===== config.mk =====
export PLATFORM = sky130hd
export DESIGN_NAME = wia_back
export DESIGN_NICKNAME = d
export VERILOG_FILES = /design/src/rtl/wia_pkg.sv /design/src/rtl/wia_back.sv
export VERILOG_INCLUDE_DIRS = /design/src /design/src/rtl
export SDC_FILE = /design/constraint.sdc
export NUM_CORES = 2
export LEC_CHECK = 0
export ABC_CLOCK_PERIOD_IN_PS = 21300
export BUFFER_PORTS_ARGS = -buffer_cell sky130_fd_sc_hd__buf_2
export CAP_MARGIN = 15
export CORE_MARGIN = 10
export CORE_UTILIZATION = 42
export CTS_CLUSTER_DIAMETER = 200
export DETAILED_ROUTE_END_ITERATION = 8
export PLACE_DENSITY = 0.68
export SETUP_SLACK_MARGIN = 0.15
export SLEW_MARGIN = 10
export SYNTH_ARGS = -nofsm -noshare
export SYNTH_HDL_FRONTEND = slang
export SYNTH_SLANG_ARGS = --single-unit

===== constraint.sdc =====
create_clock -name clk -period 21.3 [get_ports clk]
set_input_delay 1.065 -clock clk [delete_from_list [all_inputs] [get_ports clk]]
set_output_delay 1.065 -clock clk [all_outputs]
set_load 0.1 [all_outputs]

===== src/rtl/wide_integer_alu_core_macros.svh =====
// Assertion macros for the wide integer ALU core.
`ifndef WIDE_INTEGER_ALU_CORE_MACROS_SVH
`define WIDE_INTEGER_ALU_CORE_MACROS_SVH
`ifndef NO_ASSERTIONS
`define WIA_ASSERT(label, clk, rst_n, prop, msg) \
    label: assert property (@(posedge clk) disable iff (!rst_n) prop) else $error(msg);
`define WIA_ASSERT_NORST(label, clk, prop, msg) \
    label: assert property (@(posedge clk) prop) else $error(msg);
`else
`define WIA_ASSERT(label, clk, rst_n, prop, msg)
`define WIA_ASSERT_NORST(label, clk, prop, msg)
`endif
`endif


===== src/rtl/wia_pkg.sv =====
// Shared types and constants for the wide integer ALU core.
`timescale 1ns / 1ps
package wia_pkg;
    localparam int WORD_W = 128;
    localparam int HALF_W = 64;
    localparam int OP_W = 4;
    localparam int SH_W = 8;
    localparam int QUEUE_DEPTH = 2;

    typedef enum logic [OP_W-1:0] {
        OP_ADD = 4'd0, OP_SUB = 4'd1, OP_MUL = 4'd2, OP_DIV = 4'd3,
        OP_AND = 4'd4, OP_OR = 4'd5, OP_XOR = 4'd6, OP_NOT = 4'd7,
        OP_SHL = 4'd8, OP_SAR = 4'd9, OP_ROL = 4'd10, OP_ROR = 4'd11
    } op_t;

    typedef enum logic [1:0] {
        KIND_DIRECT = 2'd0, KIND_MUL = 2'd1, KIND_DIV = 2'd2
    } kind_t;

    typedef enum logic [1:0] {
        ST_IDLE = 2'd0, ST_RUN = 2'd1, ST_FIX = 2'd2, ST_OUT = 2'd3
    } state_t;

    // Classified item passed from front to back.
    typedef struct packed {
        kind_t              kind;
        logic               neg_q;
        logic               neg_r;
        logic               dz;
        logic [WORD_W-1:0]  a;
        logic [WORD_W-1:0]  b;
    } job_t;
endpackage


===== src/rtl/wia_back.sv =====
// Back end: bit-serial multiply and restoring divide, sign fix, output register.
`timescale 1ns / 1ps
`include "wide_integer_alu_core_macros.svh"
module wia_back (
    input  logic                       clk,
    input  logic                       rst_n,
    input  logic                       job_valid,
    output logic                       job_ready,
    input  wia_pkg::job_t              job,
    output logic                       out_valid,
    input  logic                       out_ready,
    output logic [2*wia_pkg::WORD_W:0] out_data
);
    localparam int W = wia_pkg::WORD_W;
    wia_pkg::state_t state_reg, state_next;
    wia_pkg::kind_t  kind_reg;
    logic            nq_reg, nr_reg, dz_reg;
    logic [W-1:0]    x_reg, y_reg, acc_reg, x_next, y_next, acc_next;
    logic [7:0]      cnt_reg, cnt_next;
    logic [W:0]      trial;
    logic [W-1:0]    rsh;
    logic            load;

    // a new job loads in idle, or in the same cycle the pending result transfers
    assign job_ready = (state_reg == wia_pkg::ST_IDLE)
                    || (state_reg == wia_pkg::ST_OUT && out_ready);
    assign load      = job_valid && job_ready;
    assign out_valid = state_reg == wia_pkg::ST_OUT;
    // {dz, remainder, result}
    assign out_data  = {dz_reg, acc_reg, x_reg};

    always_comb
    begin
        state_next = state_reg;
        x_next = x_reg;
        y_next = y_reg;
        acc_next = acc_reg;
        cnt_next = cnt_reg;
        rsh = {acc_reg[W-2:0], x_reg[W-1]};
        trial = {1'b0, rsh} - {1'b0, y_reg};
        case (state_reg)
            wia_pkg::ST_IDLE:
            begin
                if (job_valid)
                begin
                    x_next = job.a;
                    y_next = job.b;
                    acc_next = '0;
                    cnt_next = '0;
                    state_next = (job.kind == wia_pkg::KIND_DIRECT) ? wia_pkg::ST_OUT
                                                                     : wia_pkg::ST_RUN;
                end
            end
            wia_pkg::ST_RUN:
            begin
                if (kind_reg == wia_pkg::KIND_MUL)
                begin
                    // shift-add over multiplier bits, low 128 bits kept
                    if (x_reg[0])
                        acc_next = acc_reg + y_reg;
                    x_next = x_reg >> 1;
                    y_next = y_reg << 1;
                end
                else
                begin
                    x_next = {x_reg[W-2:0], ~trial[W]};
                    acc_next = trial[W] ? rsh : trial[W-1:0];
                end
                cnt_next = cnt_reg + 1'b1;
                if (cnt_reg == 8'(W - 1))
                    state_next = wia_pkg::ST_FIX;
            end
            wia_pkg::ST_FIX:
            begin
                if (kind_reg == wia_pkg::KIND_MUL)
                begin
                    x_next = acc_reg;
                    acc_next = '0;
                end
                else
                begin
                    if (nq_reg)
                        x_next = ~x_reg + 1'b1;
                    if (nr_reg)
                        acc_next = ~acc_reg + 1'b1;
                end
                state_next = wia_pkg::ST_OUT;
            end
            wia_pkg::ST_OUT:
            begin
                if (out_ready)
                begin
                    state_next = wia_pkg::ST_IDLE;
                    if (job_valid)
                    begin
                        x_next = job.a;
                        y_next = job.b;
                        acc_next = '0;
                        cnt_next = '0;
                        state_next = (job.kind == wia_pkg::KIND_DIRECT) ? wia_pkg::ST_OUT
                                                                         : wia_pkg::ST_RUN;
                    end
                end
            end
            default: state_next = wia_pkg::ST_IDLE;
        endcase
    end

    always_ff @(posedge clk or negedge rst_n)
    begin
        if (!rst_n)
            state_reg <= wia_pkg::ST_IDLE;
        else
            state_reg <= state_next;
    end

    always_ff @(posedge clk)
    begin
        x_reg <= x_next;
        y_reg <= y_next;
        acc_reg <= acc_next;
        cnt_reg <= cnt_next;
        if (load)
        begin
            kind_reg <= job.kind;
            nq_reg <= job.neg_q;
            nr_reg <= job.neg_r;
            dz_reg <= job.dz;
        end
    end

    `WIA_ASSERT(a_load_idle, clk, rst_n, load |=> state_reg != wia_pkg::ST_IDLE, "load lost")
    `WIA_ASSERT(a_out_hold, clk, rst_n, (out_valid && !out_ready) |=> out_valid && $stable(out_data), "output changed while stalled")
    `WIA_ASSERT(a_run_fix, clk, rst_n, (state_reg == wia_pkg::ST_RUN && cnt_reg == 8'(W - 1)) |=> state_reg == wia_pkg::ST_FIX, "iteration count wrong")
endmodule


Word-level counts from Yosys, hierarchy flattened. Index checks and enable logic that the tools add are counted.

$add $sub $neg: 5. Equal/unequal tests: 12. Muxes and demuxes: 27. Bitwise logic cells: 3. Reduce and logical (&&, ||, !) cells: 11.

Operators by type and width (count): 128-bit two-way mux (15); 128-bit one-hot mux with 4 select lines (2); 128-bit one-hot mux with 3 select lines (1); 128-bit by 1-bit adder with 128-bit output (second input constant) (2); 128-bit NOT (2); 128-bit by 128-bit subtractor with 129-bit output (1); 128-bit adder (1); 8-bit one-hot mux with 3 select lines (1); 8-bit two-way mux (2); 2-bit two-way mux (5); 3-bit inequality test (second input constant) (3); 3-bit AND reduction (3); 8-bit by 1-bit adder with 8-bit output (second input constant) (1); 8-bit by 7-bit equality test with 1-bit output (second input constant) (1); 2-bit one-hot mux with 4 select lines (1); 2-bit inequality test (second input constant) (3); 2-bit by 1-bit equality test with 1-bit output (second input constant) (2); 2-bit equality test (second input constant) (2); 2-bit logical NOT (2); 2-bit AND reduction (2); 3-bit nonzero test (1); 1-bit logical AND (2); 2-bit by 1-bit inequality test with 1-bit output (second input constant) (1); 1-bit logical OR (1); 1-bit NOT (1).

Register bits after elaboration: 399. Input port bits: 265. Output and inout bits: 259. Logic and storage cells: 67.

Longest topological paths before layout.
Depth in word-level cells: 5. Depth in mapped cells: 18. Gate-level depth less buffers: 16.

Worst setup path before layout. No wires, ideal clock.

Path kind: flip-flop to flip-flop. From: register state_reg[1]. To: register acc_reg[0], enable pin. Library setup time: 0.772 ns. Arrival time: 10.274 ns. Data required time: 20.528 ns. Slack: 10.254 ns. Stages on the path, launching flop included: 8. Path buffers: 3. Period minus slack after synthesis: 11.046 ns. Cell sequence: dfrtp_1 -> inv_1 -> ha_1 -> clkbuf_1 -> clkbuf_1 -> buf_1 -> nor3_1 -> nor3_1.

Cells in the longest elaborated chain, start to end: 3. Elaborated cells on any way between the ends: 7. Classes of those cells: eq/ne (6); reduce/logical (1).

RTL lines: start: declaration (line wia_back.sv:15) `wia_pkg::state_t state_reg, state_next;`; start signal: assignment (line wia_back.sv:112) `state_reg <= wia_pkg::ST_IDLE;`; start signal: assignment (line wia_back.sv:114) `state_reg <= state_next;`; 2-bit by 1-bit equality test with 1-bit output / 2-bit equality test (equally long branches) (line wia_back.sv:41) `case (state_reg)`; 3-bit inequality test (no line) / 2-bit by 1-bit inequality test with 1-bit output (equally long branches); 3-bit AND reduction (no line) *; end signal: assignment (line wia_back.sv:121) `acc_reg <= acc_next;`; end: declaration (line wia_back.sv:18) `logic [W-1:0] x_reg, y_reg, acc_reg, x_next, y_next, acc_next;`.

Every way passes the cells marked *; elsewhere a longest branch is shown, timed or not. A chain may end at the register's enable or synchronous reset.

Worst setup path after layout.
From: register y_reg[0]. To: register acc_reg[114], data pin.

Cells in the longest elaborated chain, start to end: 4. Elaborated cells on any way between the ends: 6. Classes of those cells: add/sub (2); mux (4).

RTL lines: start: declaration (line wia_back.sv:18); start signal: assignment (line wia_back.sv:120) `y_reg <= y_next;`; 128-bit by 128-bit subtractor with 129-bit output / 128-bit adder (equally long branches) (line wia_back.sv:40, wia_back.sv:60); 128-bit two-way mux (on tied branches) (line wia_back.sv:67, wia_back.sv:59); 128-bit two-way mux * (line wia_back.sv:56) `if (kind_reg == wia_pkg::KIND_MUL)`; 128-bit one-hot mux with 4 select lines * (line wia_back.sv:41); named net acc_next[114] (line wia_back.sv:18).

The timed path passes the listed nets; every way through them passes the cells marked *. The select of a mux whose other input is x is not followed.

==> run_results.csv <==
group,metric,value,unit
sta,fmax,0.147,GHz
synth,yosys.area_share.simple,22.8,%
sta,tightestPinTransition,1.32,ns
clock_tree,ctsLongestPathBuffers,3,
drt,first_pass_iters,9,
synth,synth_top_family_by_area,"compound AO/OA/AOI/OAI gates",
setup_path,rrSetupSlack,14.50,ns
placed_design,io_buffers,523,
status,violations,"design-rule violations",
grt,first_global_vias,45115,
setup_path,worst-path-stages,18,
synth,synth_area,0.0434,mm²
layout,drive_gt1_share,12.5,%
setup_path,worstSetupPathType,"reg -> reg",
layout,nFillCells,10410,
grt,antenna_found_initial,9,
synth,synth_mux_area_share,0.688,%
setup_path,worstSetupEndpointType,"register",
sta,hold_violations,0,
drt,wl,222000,µm
drt,drcViolationCount,2,
synth,synth_seq_cells,399,
sta,skew,0.0266,ns
clock_tree,cts_made_buffers,56,
layout,final_area,0.0492,mm²
sta,rsz0062_at_grt,"no",
clock_tree,post_cts_buffers,0,
clock_tree,htreeDepth,2,
setup_path,worstPathArrival,7.21,ns
setup_path,required,21.71,ns
sta,min_period,6.80,ns
drt,via_per_inst,6.59,
synth,synth_compound_area_share,26.8,%
sta,final.period_utilization,31.9,%
synth,syn_nets,6258,
setup_path,crit_family,"compound AO/OA/AOI/OAI gates",
floorplan,die_y,342,µm
grt,grt_util_all_layers,35.9,%
drt,drtIter0Drc,6964,
synth,avgSynthCellArea,7.58,µm²
sta,relSlewSlack,11.2,%
setup_path,path_cells,"ha_1 > fa_1 > nor2b_1 > o31ai_1 > a311oi_1 > o21ai_0 > nand2_1 > a21oi_1 > o31a_1 > o41ai_1 > buf_4 > a31oi_1 > o21a_4 > buf_4 > nor2_1 > buf_4 > a221oi_1 > a21oi_1",
setup_path,critPathBufInv,3,
synth,ys_seq_area_share,27.6,%
drt,route.vias.total,49056,
clock_tree,clk_pin_slew,0.06,ns
clock_tree,cts_tree,"yes",
hold_path,hold_path.class,"in -> async",
sta,setup-tns-final,0,ns
synth,yosysTopAreaCellShare,27.4,%
synth,yosys.area.top_type,"edfxtp_1",
layout,nets,6556,
synth,synthCells,5727,
setup_path,critical_path.max_stage_delay,0.91,ns
setup_path,slowest_stage,"buf_4",
grt,grt_pass1_wl,317000,µm
status,status,"finished, violations left",
synth,synth_edf_count,397,
floorplan,core-area,0.102,mm²
floorplan,rows,117,
clock_tree,ctsHoldBuffers,0,
layout,regArea,0.0120,mm²
clock_tree,clock_sinks,399,
synth,ys_types,89,
synth,async_flop_share,0.501,%
synth,yosys_most_used_dff,"edfxtp_1",
placed_design,place_area,0.0471,mm²
placed_design,hpwl,171000,µm
floorplan,io_pins,524,
job,maxCapViolCount,0,
clock_tree,clkLatencyLatePin,0.69,ns
setup_path,cpMostUsedCell,"buf_4",
layout,syn_to_final_growth,13.2,%
setup_path,r2r-end,"acc_reg[114]",
synth,yosys_warnings,0,
synth,synthTopCellsByArea,"edfxtp_1 27%, ha_1 7.6%, a21oi_1 6.6%",
setup_path,worstReg2RegStart,"y_reg[0]",
setup_path,crit_fanout,79,
clock_tree,ctsResizeCount,0,
drt,final_antenna_net_count,0,
sta,drv_slew,0,
synth,synthAdderAreaFrac,7.70,%
grt,overflow,0,
layout,multiInputGateArea,0.0294,mm²
clock_tree,cts_root_buf,"clkbuf_16",
floorplan,die_w,342,µm
grt,grt_max_degree,168,
drt,avgRoutedWirePerCell,29.9,µm
setup_path,r2r_cells,18,
placed_design,gp_congestion,1.04,
floorplan,initial_utilization,42.5,%
synth,synth-xor-area-share,9.40,%
setup_path,crit_path_start_kind,"register",
sta,setup_violations,0,
floorplan,die_area,0.117,mm²
sta,holdWs,0.149,ns
## placed cells by master, fill, tap and decap left out, drive strengths merged, types with 72 or more instances in the layout
master / n
o21ai: 338
nand4: 116
inv: 232
xnor2: 263
nor3: 147
ha: 264
buf: 591
a21oi: 577
or3: 72
a22oi: 75
nand2: 759
o21bai: 87
nor2: 725
nand3: 98
a221oi: 129
xor2: 203
a21o: 105
a22o: 133
edfxtp: 397
## cells in the mapped netlist, drive strengths merged, types with 10 or more instances
cell type / number
and3: 33
mux2i: 13
ha: 264
or4: 36
buf: 23
and2: 27
a21oi: 577
xor2: 203
o211ai: 29
a21o: 105
a211oi: 39
clkbuf: 328
xnor2: 263
a22oi: 75
nand2: 759
a21boi: 21
inv: 229
nor3: 147
a221oi: 129
o22ai: 35
o21a: 41
a221o: 10
nand4: 116
o21bai: 87
nor2: 725
nand2b: 37
nor4: 66
nor2b: 26
edfxtp: 397
or2: 12
o21ai: 338
o31a: 10
a31oi: 45
mux2: 15
or3: 72
o31ai: 28
nand3: 98
a22o: 133
o221ai: 26
## worst max path at each step
stage / from / end / slack, ns
after CTS: x_reg[127] / acc_reg[114] / 14.82
after detailed placement: y_reg[0] / acc_reg[114] / 14.88
after global placement: y_reg[0] / acc_reg[124] / 14.99
final: y_reg[0] / acc_reg[114] / 14.50
after global routing: x_reg[127] / acc_reg[98] / 14.23
after floorplan: state_reg[1] / acc_reg[0] / 10.25
## metal layers
layer	part of all wire, %	GRT usage [%]	vias to the layer above
met5	0.036	0	-
met4	3.9	12.6	10
met3	14	11.2	420
met2	41	51.4	3280
met1	41	50.2	23673
li1	-	-	21673
## through the flow
stage | std cells | setup WS [ns] | util, %
after floorplan | 5727 | 10.25 | -
after global placement | 7335 | 14.99 | 46.1
after detailed placement | 7335 | 14.88 | 46.1
after CTS | 7439 | 14.82 | 48.1
after global routing | 7439 | 14.23 | 48.1
final | 7441 | 14.50 | 48.1
## kinds of logic after synthesis
kind of cell | Yosys count
compound gates | 1797
xor+xnor | 466
fa+ha+maj | 266
buf+inv | 580
flops | 399
mux | 28
simple gates | 2191
## cell type report
class,instances,share of cell area [%]
repair buffers,591,6.41
flip-flops and latches,399,24.3
clock inverters,45,1.38
multi-input cells,4748,59.8
clock buffers,59,2.87
well taps,1368,3.48
diodes,2,0.0102
inverters,229,1.75
Power is left out: the tool's default activity adds up to more than one toggle a clock period on the data nets, which glitch-free logic cannot reach.
