### config.mk
export PLATFORM = sky130hd
export DESIGN_NAME = wia_queue
export DESIGN_NICKNAME = d
export VERILOG_FILES = /design/src/rtl/wide_integer_alu_core_macros.svh /design/src/rtl/wia_pkg.sv /design/src/rtl/wia_queue.sv
export SDC_FILE = /design/constraint.sdc
export NUM_CORES = 1
export LEC_CHECK = 0
export BUFFER_PORTS_ARGS = -buffer_cell sky130_fd_sc_hd__buf_2
export CORE_AREA = 2 2 204 206
export CTS_CLUSTER_SIZE = 10
export DETAILED_ROUTE_END_ITERATION = 6
export DIE_AREA = 0 0 206 208
export HOLD_SLACK_MARGIN = 0.02
export PLACE_DENSITY_LB_ADDON = 0.3
export SLEW_MARGIN = 30
export SYNTH_ARGS = -nofsm -noshare
export SYNTH_HDL_FRONTEND = slang
export SYNTH_SLANG_ARGS = --single-unit
### constraint.sdc
create_clock -name clk -period 14.5 [get_ports clk]
set_input_delay 2.175 -clock clk [delete_from_list [all_inputs] [get_ports clk]]
set_output_delay 2.175 -clock clk [all_outputs]
set_load 0.005 [all_outputs]
### src/rtl/wide_integer_alu_core_macros.svh
// Assertion macros for the wide integer ALU core.
`ifndef WIDE_INTEGER_ALU_CORE_MACROS_SVH
`define WIDE_INTEGER_ALU_CORE_MACROS_SVH
`ifndef NO_ASSERTIONS
`define WIA_ASSERT(label, clk, rst_n, prop, msg) \
    label: assert property (@(posedge clk) disable iff (!rst_n) prop) else $error(msg);
`define WIA_ASSERT_NORST(label, clk, prop, msg) \
    label: assert property (@(posedge clk) prop) else $error(msg);
`else
`define WIA_ASSERT(label, clk, rst_n, prop, msg)
`define WIA_ASSERT_NORST(label, clk, prop, msg)
`endif
`endif

### src/rtl/wia_pkg.sv
// Shared types and constants for the wide integer ALU core.
`timescale 1ns / 1ps
package wia_pkg;
    localparam int WORD_W = 128;
    localparam int HALF_W = 64;
    localparam int OP_W = 4;
    localparam int SH_W = 8;
    localparam int QUEUE_DEPTH = 2;

    typedef enum logic [OP_W-1:0] {
        OP_ADD = 4'd0, OP_SUB = 4'd1, OP_MUL = 4'd2, OP_DIV = 4'd3,
        OP_AND = 4'd4, OP_OR = 4'd5, OP_XOR = 4'd6, OP_NOT = 4'd7,
        OP_SHL = 4'd8, OP_SAR = 4'd9, OP_ROL = 4'd10, OP_ROR = 4'd11
    } op_t;

    typedef enum logic [1:0] {
        KIND_DIRECT = 2'd0, KIND_MUL = 2'd1, KIND_DIV = 2'd2
    } kind_t;

    typedef enum logic [1:0] {
        ST_IDLE = 2'd0, ST_RUN = 2'd1, ST_FIX = 2'd2, ST_OUT = 2'd3
    } state_t;

    // Classified item passed from front to back.
    typedef struct packed {
        kind_t              kind;
        logic               neg_q;
        logic               neg_r;
        logic               dz;
        logic [WORD_W-1:0]  a;
        logic [WORD_W-1:0]  b;
    } job_t;
endpackage

### src/rtl/wia_queue.sv
// Short FIFO between front and back ends.
`timescale 1ns / 1ps
module wia_queue #(
    parameter int DEPTH = wia_pkg::QUEUE_DEPTH
) (
    input  logic          clk,
    input  logic          rst_n,
    input  logic          wr_valid,
    output logic          wr_ready,
    input  wia_pkg::job_t wr_data,
    output logic          rd_valid,
    input  logic          rd_ready,
    output wia_pkg::job_t rd_data
);
    localparam int AW = (DEPTH > 1) ? $clog2(DEPTH) : 1;
    wia_pkg::job_t mem_reg [DEPTH];
    logic [AW-1:0] wp_reg, rp_reg;
    logic [AW:0]   cnt_reg;
    logic          wr, rd;

    assign wr_ready = cnt_reg != DEPTH[AW:0];
    assign rd_valid = cnt_reg != '0;
    assign rd_data  = mem_reg[rp_reg];
    assign wr = wr_valid && wr_ready;
    assign rd = rd_valid && rd_ready;

    always_ff @(posedge clk or negedge rst_n)
    begin
        if (!rst_n)
        begin
            wp_reg  <= '0;
            rp_reg  <= '0;
            cnt_reg <= '0;
        end
        else
        begin
            if (wr)
                wp_reg <= (wp_reg == AW'(DEPTH - 1)) ? '0 : wp_reg + 1'b1;
            if (rd)
                rp_reg <= (rp_reg == AW'(DEPTH - 1)) ? '0 : rp_reg + 1'b1;
            cnt_reg <= cnt_reg + {{AW{1'b0}}, wr} - {{AW{1'b0}}, rd};
        end
    end

    always_ff @(posedge clk)
    begin
        if (wr)
            mem_reg[wp_reg] <= wr_data;
    end
endmodule

# After elaboration in Yosys (flattened, before gate mapping)
# Memories as Yosys holds them, arrays and structs flattened.
# Cells that the tools add are included.
# totals
reg_bits	4
ramBits	522
inputBits	265
out_inout_bits	263
word_cells	16
memories	1
# mem_list
memory	depth	word_bits	rd	rd_ports_with_merged_regs	write_ports	line	text
mem_reg	2	261	1	0	1	wia_queue.sv:16	wia_pkg::job_t mem_reg [DEPTH];
# classes
n_addsub	4
n_eq_ne	1
muxes	4
n_reduce_logical	3
# ops
cell	n
1-bit two-way mux	4
1-bit adder (second input constant)	2
2-bit by 1-bit adder with 2-bit output	1
1-bit logical AND	2
2-bit != test (second input constant)	1
2-bit nonzero test	1
2-bit by 1-bit subtractor with 2-bit output	1

# Depth between registers and ports, before layout
# Gate-level depths: netlist of the first run.
# depth
depth_word	4
depth_mapped	5

# Worst setup path after synthesis of the first run
# Ideal clock, no wire load.
# synth_timing
kind	input to register
from	input wr_valid
to	memory mem_reg[0][0] in the netlist's numbering, enable pin
setup_time_ns	0.887
t_arrival_ns	13.060
required_time_ns	13.613
setup_slack_ns	0.553
stages	2
path_cell_list	nand2_1 > nor2_1
# synth_via
elab_chain_cells	3
# synth_rtl
element	line	text
from (decl)	wia_queue.sv:8	input logic wr_valid,
1-bit logical AND	wia_queue.sv:24	assign wr = wr_valid && wr_ready;
1-bit two-way mux	wia_queue.sv:47	if (wr)
1-bit two-way mux (implied by the code)	wia_queue.sv:48	mem_reg[wp_reg] <= wr_data;
to (decl)	wia_queue.sv:16	
# No other way between the ends.

==> results by group, run 1 <==
Run status
  • Result of the run: complete, no violations

Clock tree
  • Post-CTS Repair Setup Buffers: 0
  • CTS clock-pin slew for the worst setup and hold paths: ~50 ps
  • Total of cells resized after clock tree synthesis: 0
  • Cell at the root of the clock tree: clkbuf_16
  • Number of buffers on the longest clock path: 3
  • CTS H-Tree Depth: 2
  • Total clock buffers created by CTS: between 50 and 60
  • Clock tree from TritonCTS: yes
  • Clock Sink Count: about 530
  • Hold Buf Count CTS: 0
  • Insertion delay to the later sink of the worst-skew pair: a little under 600 ps

Logic synthesis
  • Adder and majority gate portion of the synthesized area: less than 1%
  • Cell type with the largest total area after synthesis: edfxtp_1
  • Total number of yosys warnings: 0
  • Share of Yosys cell area claimed by the top area cell type: 79.2%
  • Post-synthesis cell count: roughly 830
  • Post-Synth XOR/XNOR Area: 0.133%
  • Area share of and/or/nand/nor cells after synthesis: 0.247%
  • Mux cell area share after synthesis: 18.3%
  • Post-synthesis cell area: slightly below 0.02 mm2
  • Number of library cell types mapped by synthesis: 19
  • Main combinational cell family by area after synthesis: multiplexers
  • Synthesized net count: between 1000 and 1500
  • Compound-cell area share of the yosys netlist: less than 1%
  • Total of flip-flops plus latches after synthesis: 526
  • Seq/Total Area, Yosys: roughly four fifths
  • Largest cells by area after synthesis: edfxtp_1 79%, mux2_4 14%, mux2_2 4.6%
  • Post-Synthesis Mean Instance Area: 23.7 um2

Critical path
  • Destination of the critical timing path: rd_data[28]
  • Reg-to-reg setup timing slack: roughly 11000 ps
  • Launch point of the critical path: rp_reg$_DFFE_PN0P_
  • Crit Reg-Reg Startpoint: cnt_reg[0]$_DFF_PN0_
  • Critical path arrival: around 3000 ps
  • Worst Setup Path Type: reg2out
  • R2R cell count: 6
  • Startpoint class of the critical path: flop
  • Highest fanout seen on the critical path: between 80 and 90
  • CP endpoint kind: output port
  • Reg2reg end: mem_reg[0][129]$_DFFE_PP_
  • Required time of the worst setup path: about 12000 ps

Floorplanning
  • DIE WIDTH: roughly 200 um
  • Floorplan die area: 0.0428 mm2
  • Placeable Area: 0.0406 mm2
  • Overall die height: 208 um
  • Core Rows: 74
  • I/O pin count: roughly 530
  • Starting density of the core: 48.8%

STA
  • FMAX: around 190 MHz
  • Final min period: a little over 5000 ps
  • Final Slew Violations: 0
  • PnR worst setup slack: between 9000 and 10000 ps
  • Final hold violations: 0
  • Final clock period utilization by the worst path: a little over a third
  • RSZ-0062 raised after global routing: false
  • Post-route setup TNS: 0 ps
  • Worst clock skew: roughly 8.7 ps
  • Actual slew at the worst max-slew pin: about 960 ps
  • Max-Slew Margin vs Limit: 35.8%
  • Setup-violating endpoint count in the final report: 0

Detailed routing
  • Final ANT Viol Nets: 0
  • Met3 layer wire length in the routed design: between 3000 and 4000 um
  • Met2 wire length: around 21000 um
  • Number of vias in the routed layout: slightly below 10000
  • Average wire per standard cell: 20.8 um
  • Count of routing violations after the opening detailed-route iteration: roughly 390
  • Total routed wirelength: between 40000 and 50000 um
  • DRC violations left: 0
  • Vias per cell: ~5.0
  • First drt pass iteration count: 4
  • Highest routing layer actually used: met5
  • Wire length on met1: roughly 15000 um

Placed design
  • Placer Congestion: between 0.7 and 0.8
  • Instance area after placement: between 0.02 and 0.025 mm2
  • Worst setup slack after placement: approximately 9000 ps
  • DPL Wire Length: approximately 28000 um
  • Port Buffer Count: roughly 530

Power
  • Switching part of the total: a little over a quarter
  • Power Dens Cells: roughly 200 mW/mm2
  • Portion of total power attributed to the clock network: 25.7%
  • VDD IR-drop max: roughly 0.12 mV
  • Lkg Pwr: slightly below 0.01 uW
  • Int Pwr: 3580 uW
  • Total power consumption of the routed design: a little under 5000 uW
  • Net Sw Power: between 1000 and 1500 uW
  • Sequential share of power: between 40% and 50%
  • Comb power frac: between 20% and 30%

Layout
  • Commonest non-fill, non-tap cell in the layout: buf_2
  • Layout-stage area growth over the synthesis result: 24.3%
  • Layout cells sized above 1: between 60% and 70%
  • Highest-count cells in the layout ignoring fill and taps: 527 x buf_2, 522 x edfxtp_1, 180 x mux2_4, 81 x mux2_2, 61 x clkbuf_16
  • Max FFs per register: 522
  • Final design area excluding fillers: between 0.02 and 0.025 mm2
  • Nets@finish: ~1700

Global route
  • Remaining Overflow, GRT: 0
  • Antenna violations before repair: 15
  • Vias in the first global route: 10500
  • Largest net degree at the start of global routing: 85
  • Tot GR Track Use: 18.4%
  • Wire length of the first global-routing pass: roughly 59000 um

Worst hold path
  • Hold WC Path Type: reg2reg

Job
  • Count of maximum capacitance violations: 0
[power by group through the flow]
| stage | sequential [uW] | combinational (uW) | clock, uW |
|---|---|---|---|
| floorplan | 2300 | 961 | 0 |
| global placement | 2220 | 1460 | 0 |
| detailed placement | 2220 | 1490 | 0 |
| CTS | 2190 | 1490 | 1290 |
| global route | 2210 | 1570 | 1350 |
| finish | 2180 | 1470 | 1260 |
[synthesized netlist by cell type]
master / instances
edfxtp_1: 522
mux2_4: 180
mux2_2: 81
buf_6: 21
buf_2: 8
dfrtp_1: 4
nor2_1: 3
xnor2_1: 3
nand2_1: 2
a211oi_1: 1
a21bo_2: 1
a32oi_1: 1
and3_1: 1
ha_1: 1
nand2b_1: 1
nand3_1: 1
nor2b_1: 1
o21ai_0: 1
or2_2: 1
[through the flow]
stage                     cells  hold slack [ps]  util [%]
after global routing       1961              614      60.6
after detailed placement   1875              576      56.6
after floorplan             834              460         -
final                      1964              586      60.6
after global placement     1873              558      56.5
after CTS                  1952              588      60.5
[worst max-delay path, stage by stage (launching register included)]
cell,delay (ps)
dfrtp_4,810
buf_12,410
buf_16,460
mux2_2,420
buf_2,130
[cells by family after synthesis]
logic type,after synthesis
flip-flops,526
multiplexers,261
buffers and inverters,29
AND/OR/NAND/NOR,10
AO/OA/AOI/OAI,4
XOR/XNOR,3
adder cells (fa/ha/maj),1
[area by class of cell]
type,instances,area [um2]
diodes,12,30.0
well taps,532,666
clock buffers,77,1590
flip-flops and latches,526,15800
fillers,2997,16000
repair buffers,538,2780
multi-input cells,279,3750
[routing by layer]
| metal | vias up | global-route usage (%) |
|---|---|---|
| li1 | 4476 | - |
| met1 | 4872 | 20.8 |
| met2 | 387 | 31.3 |
| met3 | 92 | 6.22 |
| met4 | 8 | 8.50 |
| met5 | - | 0 |
[worst min path at each step]
stage | from | to | slack [ps] | cells past startpoint
6_report | wp_reg$_DFFE_PN0P_ | wp_reg$_DFFE_PN0P_ | 590 | 1
5_1_grt | wp_reg$_DFFE_PN0P_ | wp_reg$_DFFE_PN0P_ | 610 | 1
4_1_cts | wp_reg$_DFFE_PN0P_ | wp_reg$_DFFE_PN0P_ | 590 | 1
3_5_place_dp | wp_reg$_DFFE_PN0P_ | wp_reg$_DFFE_PN0P_ | 580 | 1
3_3_place_gp | wp_reg$_DFFE_PN0P_ | wp_reg$_DFFE_PN0P_ | 560 | 1
2_1_floorplan | wp_reg$_DFFE_PN0P_ | wp_reg$_DFFE_PN0P_ | 460 | 1
No activity file was read; power rests on OpenSTA's default activity.
==> inputs of run 2 (changes only) <==
CORE_AREA = default   (was 2 2 204 206)
CORE_MARGIN = 2   (was default)
CORE_UTILIZATION = 47   (was default)
DIE_AREA = default   (was 0 0 206 208)
clock period = 4.25 ns   (was 14.5 ns; I/O delays follow)
==> results by group, run 2 (synthesis gave the netlist of run 1 again) <==
Run status
  • Result of the run: complete, no violations

Placed design
  • Port Buffer Count: 527
  • Placer Congestion: approximately 0.8
  • Worst setup slack after placement: ~1700 ps
  • DPL Wire Length: 30200 um

Critical path
  • Top Family by Delay on Critical Path: flip-flops
  • Buffer and inverter count on the worst path: 2
  • Critical path arrival: between 2000 and 2500 ps
  • Reg2reg end: mem_reg[1][160]$_DFFE_PP_
  • Crit Reg-Reg Startpoint: cnt_reg[0]$_DFF_PN0_
  • CP max stage cell: dfrtp_4
  • Highest fanout seen on the critical path: 42
  • Launch point of the critical path: rp_reg$_DFFE_PN0P_
  • R2R cell count: 3
  • Reg-to-reg setup timing slack: between 2000 and 2500 ps
  • Worst path cell trace: buf_4, mux2_4, buf_2
  • CP max stage delay: ~870 ps
  • CP endpoint kind: output port
  • Required time of the worst setup path: around 3600 ps
  • Startpoint class of the critical path: flop
  • Worst Setup Path Type: reg2out

Clock tree
  • Number of buffers on the longest clock path: 3
  • Insertion delay to the later sink of the worst-skew pair: between 500 and 600 ps
  • CTS H-Tree Depth: 2
  • Total clock buffers created by CTS: 59
  • Cell at the root of the clock tree: clkbuf_16
  • Post-CTS Repair Setup Buffers: 0
  • Clock tree from TritonCTS: yes
  • CTS clock-pin slew for the worst setup and hold paths: 50 ps
  • Clock Sink Count: ~530

Global route
  • Vias in the first global route: 10300
  • Wire length of the first global-routing pass: 61300 um
  • Largest net degree at the start of global routing: between 60 and 70
  • Antenna violations before repair: 20
  • Remaining Overflow, GRT: 0
  • Tot GR Track Use: approximately a fifth

Worst hold path
  • Hold depth: 1
  • Hold path endpoint: mem_reg[0][255]$_DFFE_PP_
  • Hold WC Path Type: in2reg
  • Hold path startpoint: wr_data[255]

Floorplanning
  • Overall die height: 209 um
  • DIE WIDTH: between 200 and 250 um
  • Placeable Area: around 0.042 mm2
  • I/O pin count: 528
  • Core Rows: 75
  • Floorplan die area: around 0.044 mm2
  • Starting density of the core: between 40% and 50%

Power
  • VDD IR-drop max: approximately 0.44 mV
  • Total power consumption of the routed design: ~17000 uW
  • Power Dens Cells: roughly 700 mW/mm2
  • Lkg Pwr: 0.00978 uW

STA
  • FMAX: approximately 320 MHz
  • Minimum hold slack: around 230 ps
  • PnR worst setup slack: 1130 ps
  • Final clock period utilization by the worst path: 73.5%
  • Final Slew Violations: 0
  • Actual slew at the worst max-slew pin: a little under 800 ps
  • RSZ-0062 raised after global routing: false
  • Setup-violating endpoint count in the final report: 0
  • Final min period: between 3000 and 4000 ps
  • Max-Slew Margin vs Limit: between 40% and 50%
  • Worst clock skew: roughly 17 ps
  • Final hold violations: 0

Layout
  • Layout-stage area growth over the synthesis result: 25.4%
  • Nets@finish: around 1700
  • Commonest non-fill, non-tap cell in the layout: buf_2
  • Max FFs per register: between 500 and 600
  • Highest-count cells in the layout ignoring fill and taps: 527 x buf_2, 522 x edfxtp_1, 180 x mux2_4, 81 x mux2_2, 61 x clkbuf_16
  • Layout cells sized above 1: just over 60%

Detailed routing
  • Total routed wirelength: roughly 42000 um
  • DRC violations left: 0
  • Vias per cell: around 5.0
  • Average wire per standard cell: between 20 and 25 um
  • Final ANT Viol Nets: 0
  • Count of routing violations after the opening detailed-route iteration: about 500
  • Number of vias in the routed layout: 9934
  • First drt pass iteration count: 4

Job
  • Count of maximum capacitance violations: 0
run 2: cell count changes in the layout (fill, tap and decap cells not counted), sizes merged:
| cell | delta |
|---|---|
| clkbuf | -4 |
| buf | +17 |
| dlygate4sd3 | +1 |
| diode | +2 |
| clkinvlp | +1 |
| clkinv | +3 |
run 2: worst max-delay path by stage:
stage	end	slack [ps]	depth (start not counted)
after floorplan	mem_reg[0][0]$_DFFE_PP_	-700	2
after global placement	rd_data[123]	1720	3
after detailed placement	mem_reg[0][0]$_DFFE_PP_	1670	4
after CTS	rd_data[123]	1050	3
after global routing	rd_data[123]	1010	3
final	rd_data[123]	1130	3
run 2: where the power goes:
group          switching (uW)  internal, uW
Sequential                377          7090
Combinational            2420          2680
Clock                    1760          2550
run 2: area by class of cell:
class / count / area [um2]
clock buffers: 73 / 1580
repair buffers: 556 / 2950
multi-input cells: 279 / 3770
fillers: 3106 / 16900
diodes: 14 / 35.0
well taps: 539 / 674
clock inverters: 4 / 18.8
flip-flops and latches: 526 / 15800
run 2: stage by stage:
step / cell area, um2 / util (%) / TNS, ps / std cells
after CTS: 24700 / 59.3 / 0 / 1976
final: 24800 / 59.4 / 0 / 1991
after detailed placement: 23100 / 55.4 / 0 / 1898
after floorplan: 19800 / - / -184540 / 834
after global placement: 23100 / 55.4 / 0 / 1898
after global routing: 24800 / 59.4 / 0 / 1989
run 2: layer usage:
layer | GRT usage, % | share of wire (%) | up-vias
met1 | 21.5 | 37 | 4932
met3 | 6.24 | 7.8 | 86
met2 | 32.5 | 52 | 396
li1 | - | - | 4512
met5 | 0 | 0.12 | -
met4 | 8.67 | 3.1 | 8
run 2: what timing repair did:
action,CTS,global route
resized for setup,0,0
hold buffers,1,0
hold endpoints to repair,4,0
